==> config.mk <==
export PLATFORM = sky130hd
export DESIGN_NAME = lpw_isqrt
export DESIGN_NICKNAME = d
export VERILOG_FILES = /design/src/rtl/core/lpw_isqrt.sv
export SDC_FILE = /design/constraint.sdc
export NUM_CORES = 1
export LEC_CHECK = 0
export BUFFER_PORTS_ARGS = -buffer_cell sky130_fd_sc_hd__buf_2
export CAP_MARGIN = 10
export CORE_MARGIN = 2
export CORE_UTILIZATION = 40
export CTS_CLUSTER_SIZE = 25
export DETAILED_ROUTE_END_ITERATION = 16
export PLACE_DENSITY = 0.67
export SLEW_MARGIN = 20
export SYNTH_ARGS = -nofsm -noshare
export SYNTH_HDL_FRONTEND = slang
export SYNTH_SLANG_ARGS = --single-unit
==> constraint.sdc <==
create_clock -name aclk -period 11.4 [get_ports aclk]
set_input_delay 0 -clock aclk [delete_from_list [all_inputs] [get_ports aclk]]
set_output_delay 0 -clock aclk [all_outputs]
set_load 0.01 [all_outputs]
==> src/rtl/core/lpw_isqrt.sv <==
// ----------------------------------------------------------------------------
// lpw_isqrt
// Integer square root, rounded down, two radicand bits per cycle.
// ----------------------------------------------------------------------------
`default_nettype none

module lpw_isqrt #(
    parameter int IN_W = 51
) (
    input  wire logic                    aclk,
    input  wire logic                    aresetn,
    input  wire logic                    start,
    input  wire logic [IN_W-1:0]         value,
    output logic                         done,
    output logic [(IN_W+1)/2-1:0]        root
);

    localparam int ROOT_W = (IN_W + 1) / 2;
    localparam int BIT_W  = 2 * ROOT_W;
    localparam int RES_W  = BIT_W + 1;

    logic [BIT_W-1:0] rem_reg;
    logic [RES_W-1:0] res_reg;
    logic [BIT_W-1:0] bit_reg;
    logic             busy_reg;
    logic             done_reg;
    logic [RES_W-1:0] trial;

    assign trial = res_reg + {1'b0, bit_reg};

    always_ff @(posedge aclk) begin
        if (!aresetn) begin
            busy_reg <= 1'b0;
            done_reg <= 1'b0;
        end else begin
            done_reg <= 1'b0;
            if (start) begin
                rem_reg  <= BIT_W'(value);
                res_reg  <= '0;
                bit_reg  <= BIT_W'(1) << (BIT_W - 2);
                busy_reg <= 1'b1;
            end else if (busy_reg) begin
                if ({1'b0, rem_reg} >= trial) begin
                    rem_reg <= BIT_W'({1'b0, rem_reg} - trial);
                    res_reg <= (res_reg >> 1) + {1'b0, bit_reg};
                end else begin
                    res_reg <= res_reg >> 1;
                end
                bit_reg <= bit_reg >> 2;
                if (bit_reg[0]) begin
                    busy_reg <= 1'b0;
                    done_reg <= 1'b1;
                end
            end
        end
    end

    assign done = done_reg;
    assign root = res_reg[ROOT_W-1:0];

endmodule

`default_nettype wire

== Yosys cells after proc, flatten, opt, wreduce, memory -nomap -nowiden ==
Cells that the tools add are included.

* Flip-flop bits (word level): 133
* Input bits: 54
* Output and inout bits: 27
* Word-level logic and storage cells: 27

* Add/sub/neg operators: 3
* Order comparisons: 1
* Muxes and demuxes: 10
* Bitwise gates (word level): 2
* Reductions and logical operators: 5

{| class="wikitable"
|+ Operators with widths
! kind !! number
|-
| 2-to-1 mux 53 bit || 2
|-
| 2-to-1 mux 52 bit || 2
|-
| 2-to-1 mux 51 bit || 2
|-
| adder 52 x 51 -> 53 bit || 1
|-
| adder 53 x 51 -> 53 bit || 1
|-
| greater-or-equal comparator 52 x 53 -> 1 bit || 1
|-
| subtractor 52 bit || 1
|-
| 2-to-1 mux 1 bit || 4
|-
| nonzero test 2 bit || 2
|-
| AND reduction 3 bit || 1
|-
| OR reduction 3 bit || 1
|-
| inverter 1 bit || 2
|-
| AND reduction 2 bit || 1
|}

== Logic depth before layout (Yosys ltp) ==
Gate-level depths: netlist of run 1.

* Word-level depth: 5
* Depth in mapped cells: 26
* Mapped depth without buffers: 23

== Worst setup path before layout of run 1 ==
Ideal clock, no wire load.

* Path kind: register to register
* Start point: register res_reg[2]
* End point: register rem_reg[0] (enable)
* Library setup time: 0.541 ns
* Data arrival time: 8.454 ns
* Data required time: 10.859 ns
* Path slack: 2.405 ns
* Cell stages (with the launch flop): 23
* Buffers on the path: 2
* Clock period less this slack: 8.995 ns
* Cells stage by stage: edfxtp_1 > ha_1 > a31oi_1 > o21a_1 > or4_1 > a21o_1 > o21ai_0 > a221o_1 > nand3_1 > nand2_1 > a31oi_1 > xor2_1 > ha_1 > clkbuf_1 > nand4_1 > nor3_1 > and3_1 > a221oi_1 > nand2_1 > a31o_4 > nand3_4 > clkbuf_1 > a21boi_0

* Cells in the longest elaborated chain, start to end: 4

{| class="wikitable"
|+ RTL lines
! element !! line !! RTL
|-
| start, declared || 23 || <nowiki>logic [RES_W-1:0] res_reg;</nowiki>
|-
| start signal, assigned || 45 || <nowiki>res_reg <= (res_reg >> 1) + {1'b0, bit_reg};</nowiki>
|-
| start signal, assigned || 47 || <nowiki>res_reg <= res_reg >> 1;</nowiki>
|-
| adder 53 x 51 -> 53 bit || 29 || <nowiki>assign trial = res_reg + {1'b0, bit_reg};</nowiki>
|-
| greater-or-equal comparator 52 x 53 -> 1 bit || 43 || <nowiki>if ({1'b0, rem_reg} >= trial) begin</nowiki>
|-
| nonzero test 2 bit (no line) || - ||
|-
| AND reduction 3 bit (no line) || - ||
|-
| end signal, assigned || 38 || <nowiki>rem_reg <= BIT_W'(value);</nowiki>
|-
| end signal, assigned || 44 || <nowiki>rem_reg <= BIT_W'({1'b0, rem_reg} - trial);</nowiki>
|-
| end, declared || 22 || <nowiki>logic [BIT_W-1:0] rem_reg;</nowiki>
|}

No other way between the ends.
A chain may end at the register's enable or synchronous reset.

== Worst setup path in the final report of run 1 ==
* Start point: register res_reg[2]
* End point: register res_reg[5] (data pin)

* Cells in the longest elaborated chain, start to end: 4
* Elaborated cells between the ends (all ways): 5
* Those cells by class: add/sub (2); order compare (1); mux (2)

{| class="wikitable"
|+ RTL lines
! element !! line !! RTL
|-
| adder 53 x 51 -> 53 bit || 29 ||
|-
| greater-or-equal comparator 52 x 53 -> 1 bit || 43 ||
|-
| 2-to-1 mux 53 bit * || 43 ||
|-
| 2-to-1 mux 53 bit * || 42 || <nowiki>end else if (busy_reg) begin</nowiki>
|}

Mark *: on every way between the ends. The rest lies on a longest branch, timed or not. The select of a mux whose other input is x is not followed.

==> results by group, run 1 <==
Worst setup path
  • Highest fanout seen on the critical path: 46
  • Reg2reg setup slack: 4.46 ns
  • Capture instance of the worst register-to-register path: res_reg[5]$_SDFFCE_PP0P_
  • Reg-to-Reg Start: res_reg[2]$_SDFFCE_PP0P_
  • Type of origin of the critical path: flip-flop
  • CP Launch Point: res_reg[2]$_SDFFCE_PP0P_
  • Kind of end point of the critical path: flip-flop
  • Type of the setup path with the least slack: reg2reg
  • Worst endpoint data arrival time: 7.14 ns
  • Required time of the worst setup path: 11.60 ns
  • Worst r2r path cells: 21

Worst hold path
  • Worst Hold End: rem_reg[51]$_SDFFCE_PP0P_
  • Classification of the worst-slack hold path: in2reg
  • Count of cells along the worst hold path: 2
  • Launch point of the worst hold path: start

Synth
  • Synth async-reset ratio: 0%
  • Top flip-flop cell by instance count after synthesis: sky130_fd_sc_hd__edfxtp_1
  • Fraction of the yosys area taken by sequential cells: 32.3%
  • Instance count of the mapped netlist: 1,401
  • Netlist area before placement: 12,300 um2
  • EDFF count, synth: 131
  • Mean cell area of the mapped netlist: 8.78 um2
  • Count of different cell masters after synthesis: 79
  • Net count of the mapped netlist: 1,562
  • Count of warnings emitted by yosys: 0
  • Number of synthesized register bits: 133

STA
  • Sum of negative setup slack: 0 ns
  • Max Slew Vio Count: 0
  • Final hold violations: 0
  • Hold slack: 0.101 ns
  • Post-layout minimum cycle time: 6.94 ns
  • Least-Margin Pin Slew: 0.968 ns
  • Total setup violations reported at the end of the flow: 0
  • Post-route clock period utilization: 60.9%
  • Maximum achievable frequency: 144 MHz
  • Max-slew headroom: 35.4%
  • Setup repair after global routing missed its margin: false
  • Post-route clock skew: 0.0113 ns

Global route
  • Number of antenna violations at the first check in global routing: 0
  • Global-route wire length before repair: 54.4 mm
  • Overall fraction of global-route tracks in use: 21.5%
  • Via count of the first global-routing pass: 10,600
  • Congestion Overflow GR: 0
  • Largest net degree at the start of global routing: 102

Pwr
  • Relative contribution of the clock network to total power: 27.1%
  • Gate power share: 41.0%
  • Overall power after layout: 0.00203 W
  • Sequential fraction of design power: 31.9%
  • P per Cell Area: 146 nW/um2
  • Cell leakage power: 5.33 nW
  • Switching power: 0.000776 W
  • IR drop worst, VDD: 0.112 mV
  • Int Pwr: 0.00126 W
  • Switch share: 38.1%

Flow run
  • Number of max-cap violations: 0

Routing
  • Via count: 11,000
  • Number of design rule violations left after detail routing: 0
  • Detailed-routing iteration count for the pre-antenna-repair pass: 6
  • Residual antenna-violating net count after detailed routing: 0
  • Wirelength per Cell: 18.1 um
  • Vias per std cell: 5.84
  • Drt total wl: 34.3 mm
  • Initial detailed-routing violation count: 902

Placement
  • HPWL reported at the end of detailed placement: 25.3 mm
  • Count of buffers from port buffering: 80
  • Routability congestion estimate: 0.952
  • Cell count after placement: 1,808
  • Cell Area, Placed: 12,900 um2

Clocking
  • TritonCTS Sinks: 133
  • Clock transition at the registers of the reported paths: 0.06 ns
  • Number of H-tree levels: 4
  • CTS root buf: sky130_fd_sc_hd__clkbuf_16
  • CTS Buffer Depth: 2
  • Num CTS Buffers: 17
  • Count of hold-fix buffers inserted at cts: 52
  • Post-CTS Resized: 0
  • TritonCTS clock tree: built
  • Clock latency at the later pin of the worst-skew pair: 0.45 ns
  • Buffers inserted during post-CTS setup optimization: 0

Die
  • Width of the die: 179 um
  • CORE AREA: 30,400 um2
  • Die height: 179 um
  • Die area: 32,200 um2
  • Initial core utilization: 40.4%
  • Standard-cell row count: 64
  • I/O pin count: 81

Finish
  • Count of filler cells inserted in the layout: 2,964
  • Sequential cell area in the final layout: 3970 um2
  • Final cell area excluding filler cells: 13,900 um2
  • Fraction of layout cells with a size suffix above 1: 10.6%
  • Final std cells w/o fill: 1,891
  • Area growth syn-to-layout: 13.4%
  • Area taken by multi-input logic gates: 7840 um2
  • Flip-flop count of the largest register, all copies and words added: 53
  • Diodes inserted: 0
  • Nets@finish: 1,644

Outcome
  • Result of the run: completed
==> how the worst max path moves through the flow <==
| stage | endpoint | slack [ns] | cells past startpoint |
|---|---|---|---|
| 2_1_floorplan | rem_reg[0]$_DFFE_PP_ | 2.41 | 22 |
| 3_3_place_gp | res_reg[5]$_SDFFCE_PP0P_ | 4.92 | 21 |
| 3_5_place_dp | res_reg[35]$_SDFFCE_PP0P_ | 4.55 | 21 |
| 4_1_cts | res_reg[35]$_SDFFCE_PP0P_ | 4.49 | 21 |
| 5_1_grt | res_reg[35]$_SDFFCE_PP0P_ | 3.92 | 21 |
| 6_report | res_reg[5]$_SDFFCE_PP0P_ | 4.46 | 21 |
==> placed cells by master, fill, tap and decap left out, drive strengths merged, types with 5 or more instances in the layout <==
| master | Yosys | routed |
|---|---|---|
| o31ai | 15 | 15 |
| nor2 | 104 | 104 |
| xor2 | 67 | 67 |
| nand4 | 40 | 40 |
| buf | 36 | 85 |
| or3 | 6 | 6 |
| o21bai | 21 | 21 |
| inv | 31 | 34 |
| mux2 | 10 | 10 |
| nor4 | 11 | 11 |
| a21oi | 90 | 90 |
| nor3 | 23 | 23 |
| clkbuf | 38 | 18 |
| nor3b | 6 | 6 |
| o21a | 11 | 11 |
| o21ai | 112 | 112 |
| a31o | 15 | 15 |
| nand2 | 160 | 160 |
| or2 | 5 | 5 |
| a21boi | 5 | 5 |
| edfxtp | 131 | 131 |
| o31a | 5 | 5 |
| xnor2 | 57 | 57 |
| and2 | 12 | 12 |
| nor2b | 53 | 53 |
| a31oi | 51 | 51 |
| and3 | 13 | 13 |
| nand3 | 21 | 21 |
| a21o | 40 | 40 |
| dlygate4sd3 | 0 | 52 |
| a211oi | 30 | 30 |
| and4 | 6 | 6 |
| nand2b | 8 | 8 |
| ha | 106 | 106 |
==> critical path, stage by stage (launching register included) <==
cell                       delay, ns
sky130_fd_sc_hd__edfxtp_1       0.45
sky130_fd_sc_hd__ha_1           0.40
sky130_fd_sc_hd__a31oi_1        0.19
sky130_fd_sc_hd__o21a_1         0.28
sky130_fd_sc_hd__or4_1          0.56
sky130_fd_sc_hd__a21o_1         0.23
sky130_fd_sc_hd__o21ai_0        0.39
sky130_fd_sc_hd__a221o_1        0.30
sky130_fd_sc_hd__a21boi_1       0.12
sky130_fd_sc_hd__o21bai_1       0.22
sky130_fd_sc_hd__xnor2_1        0.10
sky130_fd_sc_hd__ha_1           0.40
sky130_fd_sc_hd__nand2_1        0.10
sky130_fd_sc_hd__or4_1          0.51
sky130_fd_sc_hd__nor4_1         0.27
sky130_fd_sc_hd__a221oi_1       0.22
sky130_fd_sc_hd__nand2_1        0.19
sky130_fd_sc_hd__a31oi_4        0.18
sky130_fd_sc_hd__nor3_4         0.56
sky130_fd_sc_hd__buf_4          0.51
sky130_fd_sc_hd__o21ai_0        0.19
sky130_fd_sc_hd__mux2_2         0.30
==> kinds of logic after synthesis <==
family                     share of synthesized area [%]
DFF                                                 32.3
muxes                                               1.11
xor gates and xnor gates                            8.83
buffers and inverters                               4.10
and+or+nand+nor                                     19.4
AOI/OAI and AO/OA                                   23.3
adders and majority gates                           10.9
==> per-layer routing <==
layer	wire length, um	part of all wire, %	global-route usage, %	vias to the layer above
met5	0	0	0	-
met2	16700	49	37.5	341
met4	710	2.1	6.65	0
li1	-	-	-	5432
met3	2090	6.1	3.35	55
met1	14800	43	27.4	5208
==> cell usage after synthesis (11+ instances only) <==
master	instances	area, um2
sky130_fd_sc_hd__a211oi_1	30	225
sky130_fd_sc_hd__a21o_1	40	300
sky130_fd_sc_hd__a21oi_1	90	450
sky130_fd_sc_hd__a31o_2	14	123
sky130_fd_sc_hd__a31oi_1	50	313
sky130_fd_sc_hd__and2_1	12	75.1
sky130_fd_sc_hd__and3_1	13	81.3
sky130_fd_sc_hd__buf_4	27	203
sky130_fd_sc_hd__clkbuf_1	38	143
sky130_fd_sc_hd__edfxtp_1	131	3930
sky130_fd_sc_hd__ha_1	106	1330
sky130_fd_sc_hd__inv_1	31	116
sky130_fd_sc_hd__nand2_1	160	601
sky130_fd_sc_hd__nand3_1	20	100
sky130_fd_sc_hd__nand4_1	39	244
sky130_fd_sc_hd__nor2_1	103	387
sky130_fd_sc_hd__nor2b_1	53	332
sky130_fd_sc_hd__nor3_1	22	110
sky130_fd_sc_hd__nor4_1	11	68.8
sky130_fd_sc_hd__o21a_1	11	82.6
sky130_fd_sc_hd__o21ai_0	112	561
sky130_fd_sc_hd__o21bai_1	21	158
sky130_fd_sc_hd__o31ai_1	15	113
sky130_fd_sc_hd__xnor2_1	57	499
sky130_fd_sc_hd__xor2_1	67	587
==> power by group through the flow <==
stage / clock (W) / sequential [W] / combinational [W]
finish: 0.000550 / 0.000650 / 0.000834
detailed placement: 0 / 0.000659 / 0.000804
global placement: 0 / 0.000659 / 0.000794
global route: 0.000575 / 0.000655 / 0.000920
floorplan: 0 / 0.000641 / 0.000632
CTS: 0.000556 / 0.000650 / 0.000825
==> through the flow <==
stage,worst slack [ns],util (%)
after CTS,4.49,45.8
after floorplan,2.41,-
final,4.46,45.8
after detailed placement,4.55,42.3
after global routing,3.92,45.8
after global placement,4.92,42.3
==> cell type report <==
| class | instances | share of cell area, % |
|---|---|---|
| clock buffer | 18 | 3.08 |
| clock inverter | 13 | 0.951 |
| inverter | 31 | 0.834 |
| multi-input combinational | 1163 | 56.2 |
| sequential | 133 | 28.5 |
| tap | 396 | 3.55 |
| timing repair buffer | 137 | 6.92 |
Note: power is estimated with default switching activity, not from simulation.
==> inputs of run 2 (changes only) <==
Clock period 11.4 ns to 6.4 ns, I/O delays scaled along.
==> results by group, run 2 (synthesis results as in run 1) <==
Outcome
  • Result of the run: completed

Worst setup path
  • Type of the setup path with the least slack: reg2reg
  • Highest fanout seen on the critical path: 10 (-78%)
  • Capture instance of the worst register-to-register path: res_reg[41]$_SDFFCE_PP0P_
  • Kind of end point of the critical path: flip-flop
  • Worst-path cell chain: ha_4, nand4_1, nor4_2, o31a_1, o2111ai_2, nand3_1, a31oi_1, o41a_1, nor2_1, o21ai_1, xor2_1, ha_1, nand3_1, or4_1, nor4_4, a221oi_2, nand2_1, a31o_4, nand3_4, or3_1, mux2_4
  • Delay of the slowest critical-path stage: 0.55 ns (about the same)
  • Most prevalent standard cell on the critical path: sky130_fd_sc_hd__nand3_1
  • Required time of the worst setup path: 6.60 ns (-5.00 ns)
  • Reg-to-Reg Start: res_reg[8]$_SDFFCE_PP0P_
  • Largest delay share family, worst path: simple AND/OR/NAND/NOR gates
  • Type of origin of the critical path: flip-flop
  • Cell with the biggest individual delay on the critical path: sky130_fd_sc_hd__edfxtp_1
  • Buf+Inv Stages, Crit Path: 0 (-1)
  • Worst r2r path cells: 21 (unchanged)
  • Reg2reg setup slack: 0.39 ns (-4.07 ns)
  • Worst endpoint data arrival time: 6.21 ns (-0.93 ns)

Global route
  • Global-route wire length before repair: 54.7 mm (+0.46%)
  • Largest net degree at the start of global routing: 80 (-22%)
  • Overall fraction of global-route tracks in use: 21.8% (+0.23 points)
  • Met3 routing resource usage after global routing: 3.59% (+0.23 points)
  • Congestion Overflow GR: 0 (unchanged)
  • Number of antenna violations at the first check in global routing: 0 (unchanged)
  • Met2 layer usage reported by global route: 37.5% (about the same)
  • Met1 Usage GRT: 27.6% (+0.14 points)
  • Via count of the first global-routing pass: 10,700 (+0.60%)
  • Routing layer with the top usage in global route: met2

Pwr
  • Switch share: 38.1% (-0.060 points)
  • Gate power share: 40.6% (-0.4 points)
  • IR drop worst, VDD: 0.176 mV (+57%)
  • Int Pwr: 0.00231 W (+83%)
  • Cell leakage power: 5.43 nW (+1.7%)
  • P per Cell Area: 262 nW/um2 (+80%)
  • Switching power: 0.00142 W (+83%)
  • Sequential fraction of design power: 31.0% (-0.9 points)
  • Relative contribution of the clock network to total power: 28.3% (+1.2 points)
  • Overall power after layout: 0.00373 W (+83%)

STA
  • Post-route clock period utilization: 94.0% (+33 points)
  • Post-layout minimum cycle time: 6.01 ns (-0.931 ns)
  • Max-slew headroom: 32.0% (-3.4 points)
  • Hold slack: 0.366 ns (+0.265 ns)
  • Post-route clock skew: 0.0148 ns (+0.00347 ns)
  • Total setup violations reported at the end of the flow: 0 (unchanged)
  • Sum of negative setup slack: 0 ns (unchanged)
  • Max Slew Vio Count: 0 (unchanged)
  • Setup repair after global routing missed its margin: false
  • Final hold violations: 0 (unchanged)
  • Least-Margin Pin Slew: 1.02 ns (+0.0509 ns)
  • Maximum achievable frequency: 166 MHz (+15%)

Die
  • Die area: 32,200 um2 (unchanged)
  • I/O pin count: 81 (unchanged)
  • Standard-cell row count: 64 (unchanged)
  • Initial core utilization: 40.4% (unchanged)
  • Width of the die: 179 um (unchanged)
  • Die height: 179 um (unchanged)
  • CORE AREA: 30,400 um2 (unchanged)

Clocking
  • Num CTS Buffers: 17 (unchanged)
  • CTS Buffer Depth: 2 (unchanged)
  • TritonCTS Sinks: 133 (unchanged)
  • TritonCTS clock tree: built
  • CTS root buf: sky130_fd_sc_hd__clkbuf_16
  • Number of H-tree levels: 4 (unchanged)
  • Clock latency at the later pin of the worst-skew pair: 0.45 ns (about the same)
  • Clock transition at the registers of the reported paths: 0.07 ns (about the same)
  • Buffers inserted during post-CTS setup optimization: 0 (unchanged)

Flow run
  • Number of max-cap violations: 0 (unchanged)

Finish
  • Flip-flop count of the largest register, all copies and words added: 53 (unchanged)
  • Count of filler cells inserted in the layout: 2,934 (-1.0%)
  • Final std cells w/o fill: 1,900 (+0.48%)
  • Final cell area excluding filler cells: 14,200 um2 (+1.9%)
  • Fraction of layout cells with a size suffix above 1: 12.2% (+1.6 points)
  • Nets@finish: 1,652 (+0.49%)
  • Most frequent cells in the layout: sky130_fd_sc_hd__nand2_1, sky130_fd_sc_hd__edfxtp_1, sky130_fd_sc_hd__o21ai_0, sky130_fd_sc_hd__nor2_1, sky130_fd_sc_hd__ha_1
  • Most common cell after layout, fill and taps aside: sky130_fd_sc_hd__nand2_1
  • Area growth syn-to-layout: 15.5%
  • Diodes inserted: 0 (unchanged)

Worst hold path
  • Launch point of the worst hold path: value[23]
  • Worst Hold End: rem_reg[23]$_DFFE_PP_
  • Classification of the worst-slack hold path: in2reg
  • Count of cells along the worst hold path: 4 (+2)

Routing
  • Residual antenna-violating net count after detailed routing: 0 (unchanged)
  • Wirelength per Cell: 18.4 um (+1.4%)
  • Vias per std cell: 5.89 (+0.90%)
  • Initial detailed-routing violation count: 867 (-3.9%)
  • Drt total wl: 34.9 mm (+1.9%)
  • Via count: 11,200 (+1.4%)
  • Number of design rule violations left after detail routing: 0 (unchanged)
  • Detailed-routing iteration count for the pre-antenna-repair pass: 5 (-1)

Placement
  • Count of buffers from port buffering: 80 (unchanged)
  • HPWL reported at the end of detailed placement: 25.8 mm (+1.7%)
  • Cell count after placement: 1,815 (+0.39%)
  • Routability congestion estimate: 0.929 (-2.4%)
  • Cell Area, Placed: 13,100 um2 (+1.5%)
-- run 2: changes by cell type in the layout (fill, tap and decap cells not counted), moves of 2 or more --
cell	change
sky130_fd_sc_hd__o21ai_0	-3
sky130_fd_sc_hd__clkinvlp_4	-2
sky130_fd_sc_hd__ha_1	-6
sky130_fd_sc_hd__buf_4	+4
sky130_fd_sc_hd__ha_4	+6
sky130_fd_sc_hd__nor4_1	-2
sky130_fd_sc_hd__o21ai_1	+2
sky130_fd_sc_hd__inv_6	+2
sky130_fd_sc_hd__buf_12	+2
-- run 2: power by group through the flow --
stage,Clock [W],Combinational (W),Sequential (W)
2_1_floorplan,0,0.00114,0.00114
3_3_place_gp,0,0.00144,0.00117
3_5_place_dp,0,0.00146,0.00117
4_1_cts,0.00106,0.00150,0.00116
5_1_grt,0.00109,0.00167,0.00117
6_report,0.00106,0.00151,0.00116
-- run 2: metrics by stage --
stage | util, % | setup slack [ns]
floorplan | - | -2.26
global placement | 42.9 | 0.602
detailed placement | 42.9 | 0.463
CTS | 46.6 | 0.421
global route | 46.7 | 0.0517
finish | 46.7 | 0.387
-- run 2: worst min-delay path, cell delays in order --
cell,delay [ns]
sky130_fd_sc_hd__dlygate4sd3_1,0.52
sky130_fd_sc_hd__buf_2,0.10
sky130_fd_sc_hd__nand2_1,0.04
sky130_fd_sc_hd__o21ai_0,0.05
-- run 2: what timing repair did --
| action | CTS | global route |
|---|---|---|
| endpoints found under the hold margin | 53 | 0 |
| gates resized for setup | 0 | 2 |
| hold buffers | 53 | 0 |
| endpoints found under the setup margin | 0 | 4 |
-- run 2: layout make-up --
type,instances,area (um2),area share (%)
multi-input combinational,1163,7970,56.1
tap,396,495,3.49
clock buffer,17,425,2.99
inverter,31,116,0.819
timing repair buffer,145,1060,7.43
sequential,133,3970,28.0
clock inverter,15,175,1.23
-- run 2: routing by layer --
| metal | wire length (um) | vias to the layer above |
|---|---|---|
| li1 | - | 5431 |
| met1 | 15200 | 5313 |
| met2 | 16900 | 375 |
| met3 | 1990 | 69 |
| met4 | 866 | 0 |
| met5 | 0 | - |
-- run 2: worst max path at each step --
stage	from	endpoint	depth (start not counted)
final	res_reg[8]$_SDFFCE_PP0P_	res_reg[41]$_SDFFCE_PP0P_	21
after global routing	res_reg[8]$_SDFFCE_PP0P_	res_reg[32]$_SDFFCE_PP0P_	22
after CTS	res_reg[8]$_SDFFCE_PP0P_	res_reg[41]$_SDFFCE_PP0P_	21
after detailed placement	res_reg[8]$_SDFFCE_PP0P_	res_reg[41]$_SDFFCE_PP0P_	21
after global placement	res_reg[4]$_SDFFCE_PP0P_	res_reg[41]$_SDFFCE_PP0P_	20
after floorplan	res_reg[8]$_SDFFCE_PP0P_	rem_reg[0]$_DFFE_PP_	21
==> inputs of run 3 (changes only) <==
Settings changed: ABC_AREA set to 1, PLACE_DENSITY 0.67 to 0.66.
==> results by group, run 3 <==
Outcome
  • Result of the run: completed

Synth
  • Fraction of the yosys area taken by sequential cells: 27.3% (-5.1 points)
  • Largest family of logic cells by synthesized area: simple AND/OR/NAND/NOR gates
  • Post-synthesis cell type with the largest combined area: sky130_fd_sc_hd__edfxtp_1
  • Share of cell area taken by muxes after synthesis: 0% (-1.1 points)
  • Post-synthesis share of cell area spent on xor and xnor gates: 6.61% (-2.2 points)
  • EDFF count, synth: 131 (unchanged)
  • Number of synthesized register bits: 133 (unchanged)
  • Synth top area cells: sky130_fd_sc_hd__edfxtp_1, sky130_fd_sc_hd__nand2_1, sky130_fd_sc_hd__ha_1
  • Proportion of netlist area held by the largest area contributor: 27.0% (-5.0 points)
  • Post-synthesis share of cell area spent on full adders, half adders and majority gates: 9.24% (-1.7 points)
  • Count of different cell masters after synthesis: 48 (-39%)
  • Basic-gate share of the synthesized area counting and, or, nand and nor cells: 31.2% (+12 points)
  • Top flip-flop cell by instance count after synthesis: sky130_fd_sc_hd__edfxtp_1
  • Mean cell area of the mapped netlist: 6.65 um2 (-24%)
  • Count of warnings emitted by yosys: 0 (unchanged)
  • Instance count of the mapped netlist: 2,192 (+56%)
  • Most frequently used cell type in the post-synthesis netlist: sky130_fd_sc_hd__nand2_1
  • Ranking of synthesized cells by instance count: sky130_fd_sc_hd__nand2_1, sky130_fd_sc_hd__inv_1, sky130_fd_sc_hd__nor2_1
  • Net count of the mapped netlist: 2,353 (+51%)
  • Compound-Gate Fraction of Synth Area: 15.5% (-7.8 points)
  • Synth async-reset ratio: 0% (unchanged)
  • Netlist area before placement: 14,600 um2 (+19%)

Finish
  • Most frequent cells in the layout: sky130_fd_sc_hd__nand2_1, sky130_fd_sc_hd__inv_1, sky130_fd_sc_hd__nor2_1, sky130_fd_sc_hd__a21oi_1, sky130_fd_sc_hd__nand3_1
  • Area taken by multi-input logic gates: 9120 um2 (+14%)
  • Most common cell after layout, fill and taps aside: sky130_fd_sc_hd__nand2_1
  • Count of filler cells inserted in the layout: 3,802 (+30%)
  • Area growth syn-to-layout: 12.4%
  • Fraction of layout cells with a size suffix above 1: 8.25% (-3.9 points)
  • Sequential cell area in the final layout: 3970 um2 (unchanged)
  • Flip-flop count of the largest register, all copies and words added: 53 (unchanged)
  • Nets@finish: 2,452 (+48%)

STA
  • Maximum achievable frequency: 174 MHz (+4.6%)
  • Post-route clock period utilization: 89.9% (-4.1 points)
  • Final hold violations: 0 (unchanged)
  • Post-layout minimum cycle time: 5.75 ns (-0.262 ns)
  • Hold slack: 0.0626 ns (-0.304 ns)
  • Max-slew headroom: 31.1% (-0.89 points)
  • Setup repair after global routing missed its margin: false
  • Max Slew Vio Count: 0 (unchanged)
  • Sum of negative setup slack: 0 ns (unchanged)
  • Total setup violations reported at the end of the flow: 0 (unchanged)
  • Least-Margin Pin Slew: 1.02 ns (+0.00370 ns)
  • Post-route clock skew: 0.0159 ns (+0.00111 ns)

Worst setup path
  • Type of the setup path with the least slack: reg2reg
  • Highest fanout seen on the critical path: 36 (+26)
  • Cell with the biggest individual delay on the critical path: sky130_fd_sc_hd__edfxtp_1
  • Type of origin of the critical path: flip-flop
  • Reg2reg setup slack: 0.65 ns (+0.26 ns)
  • Worst endpoint data arrival time: 5.89 ns (-0.32 ns)
  • Kind of end point of the critical path: flip-flop
  • Buf+Inv Stages, Crit Path: 3 (+3)
  • Required time of the worst setup path: 6.54 ns (-0.06 ns)
  • Most prevalent standard cell on the critical path: sky130_fd_sc_hd__nand2_1
  • Delay of the slowest critical-path stage: 0.52 ns (-0.03 ns)
  • Largest delay share family, worst path: simple AND/OR/NAND/NOR gates

Clocking
  • TritonCTS clock tree: built
  • Clock latency at the later pin of the worst-skew pair: 0.46 ns (about the same)
  • CTS root buf: sky130_fd_sc_hd__clkbuf_16
  • Clock transition at the registers of the reported paths: 0.07 ns (about the same)
  • Number of H-tree levels: 4 (unchanged)
  • CTS Buffer Depth: 2 (unchanged)
  • TritonCTS Sinks: 133 (unchanged)
  • Num CTS Buffers: 17 (unchanged)

Die
  • CORE AREA: 35,700 um2 (+17%)
  • I/O pin count: 81 (unchanged)
  • Width of the die: 195 um (+8.7%)
  • Die area: 38,000 um2 (+18%)
  • Die height: 195 um (+8.7%)
  • Initial core utilization: 40.8% (+0.37 points)
  • Standard-cell row count: 69 (+7.8%)

Routing
  • Wirelength per Cell: 19.1 um (+3.9%)
  • Number of design rule violations left after detail routing: 0 (unchanged)
  • Residual antenna-violating net count after detailed routing: 0 (unchanged)
  • Initial detailed-routing violation count: 1,411 (+63%)
  • Via count: 15,300 (+37%)
  • Vias per std cell: 5.55 (-5.8%)
  • Detailed-routing iteration count for the pre-antenna-repair pass: 6 (+1)
  • Drt total wl: 52.8 mm (+51%)

Global route
  • Via count of the first global-routing pass: 14,600 (+37%)
  • Number of antenna violations at the first check in global routing: 1 (+1)
  • Global-route wire length before repair: 81.7 mm (+49%)
  • Overall fraction of global-route tracks in use: 27.8% (+6.1 points)
  • Largest net degree at the start of global routing: 86 (+7.5%)
  • Congestion Overflow GR: 0 (unchanged)

Worst hold path
  • Classification of the worst-slack hold path: in2reg

Placement
  • Count of buffers from port buffering: 80 (unchanged)
  • Routability congestion estimate: 0.983 (+5.8%)
  • HPWL reported at the end of detailed placement: 42.1 mm (+63%)

Flow run
  • Number of max-cap violations: 0 (unchanged)

Pwr
  • Sequential fraction of design power: 28.6% (-2.4 points)
  • Switch share: 44.5% (+6.4 points)
  • IR drop worst, VDD: 0.185 mV (+4.8%)
  • Gate power share: 46.5% (+5.9 points)
  • Cell leakage power: 7.20 nW (+33%)
  • Switching power: 0.00184 W (+30%)
  • P per Cell Area: 252 nW/um2 (-3.8%)
  • Relative contribution of the clock network to total power: 24.9% (-3.4 points)
  • Int Pwr: 0.00230 W (-0.55%)
run 3: changes by cell type after synthesis, sizes merged, moves of 53 or more:
cell	change
a21oi	+81
inv	+264
nand2	+416
nand3	+140
nor2	+146
nor2b	-53
o21ai	+56
run 3: power by group through the flow:
| stage | sequential, W | combinational (W) | clock (W) |
|---|---|---|---|
| global route | 0.00119 | 0.00212 | 0.00108 |
| floorplan | 0.00116 | 0.00134 | 0 |
| CTS | 0.00118 | 0.00188 | 0.00104 |
| detailed placement | 0.00120 | 0.00184 | 0 |
| global placement | 0.00120 | 0.00183 | 0 |
| finish | 0.00118 | 0.00192 | 0.00103 |
run 3: what timing repair did:
| item | CTS | global route |
|---|---|---|
| endpoints found under the hold margin | 51 | 0 |
| setup buffers | 0 | 2 |
| gates resized for setup | 0 | 2 |
| hold buffers | 51 | 0 |
| setup endpoints to repair | 0 | 36 |
run 3: worst register-to-register path: cells and delay by family, from the launching register on:
| family | cells | cell delay [ns] |
|---|---|---|
| AND/OR/NAND/NOR | 20 | 2.68 |
| XOR/XNOR | 1 | 0.09 |
| AO/OA/AOI/OAI | 2 | 0.57 |
| adder cells (fa/ha/maj) | 2 | 0.79 |
| buffers and inverters | 3 | 0.71 |
| flip-flops | 1 | 0.52 |
run 3: kinds of logic (layout without fill, tap and decap cells):
kind of cell / Yosys count / count (layout)
xor+xnor: 110 / 110
simple gates: 1077 / 1077
other cells: 0 / 1
flops: 133 / 133
fa+ha+maj: 107 / 107
compound gates: 407 / 407
buf+inv: 358 / 470
run 3: stage by stage:
step	total power (W)	setup slack [ns]	instances	utilization (%)	area, um2
2_1_floorplan	0.00249	0.287	2192	-	14600
3_3_place_gp	0.00303	0.545	2680	42.7	15300
3_5_place_dp	0.00304	0.505	2680	42.7	15300
4_1_cts	0.00410	0.474	2763	45.8	16400
5_1_grt	0.00439	0.0958	2765	45.9	16400
6_report	0.00414	0.649	2766	45.9	16400
run 3: area by class of cell:
cell class,instances,share of cell area [%]
diodes,1,0.0153
clock buffers,18,2.62
clock inverters,14,0.985
inverters,296,6.82
multi-input cells,1701,55.6
flip-flops and latches,133,24.2
well taps,461,3.52
repair buffers,142,6.15
run 3: path summary, 6_finish.rpt:
| path | start | endpoint | cells after the start |
|---|---|---|---|
| worst max-delay path | res_reg[12]$_SDFFCE_PP0P_ | rem_reg[1]$_DFFE_PP_ | 28 |
| worst min-delay path | value[48] | rem_reg[48]$_DFFE_PP_ | 3 |
| worst max register to register | res_reg[12]$_SDFFCE_PP0P_ | rem_reg[1]$_DFFE_PP_ | 28 |
| worst min register to register | busy_reg$_SDFF_PN0_ | done$_SDFF_PP0_ | 2 |
run 3: layer usage:
layer  vias to the layer above  GRT usage (%)  routed length (um)
met5                         -              0                   0
li1                       7458              -                   -
met4                         0           10.8                1710
met1                      7155           36.8               23400
met2                       629           44.6               23600
met3                       101           5.85                4210
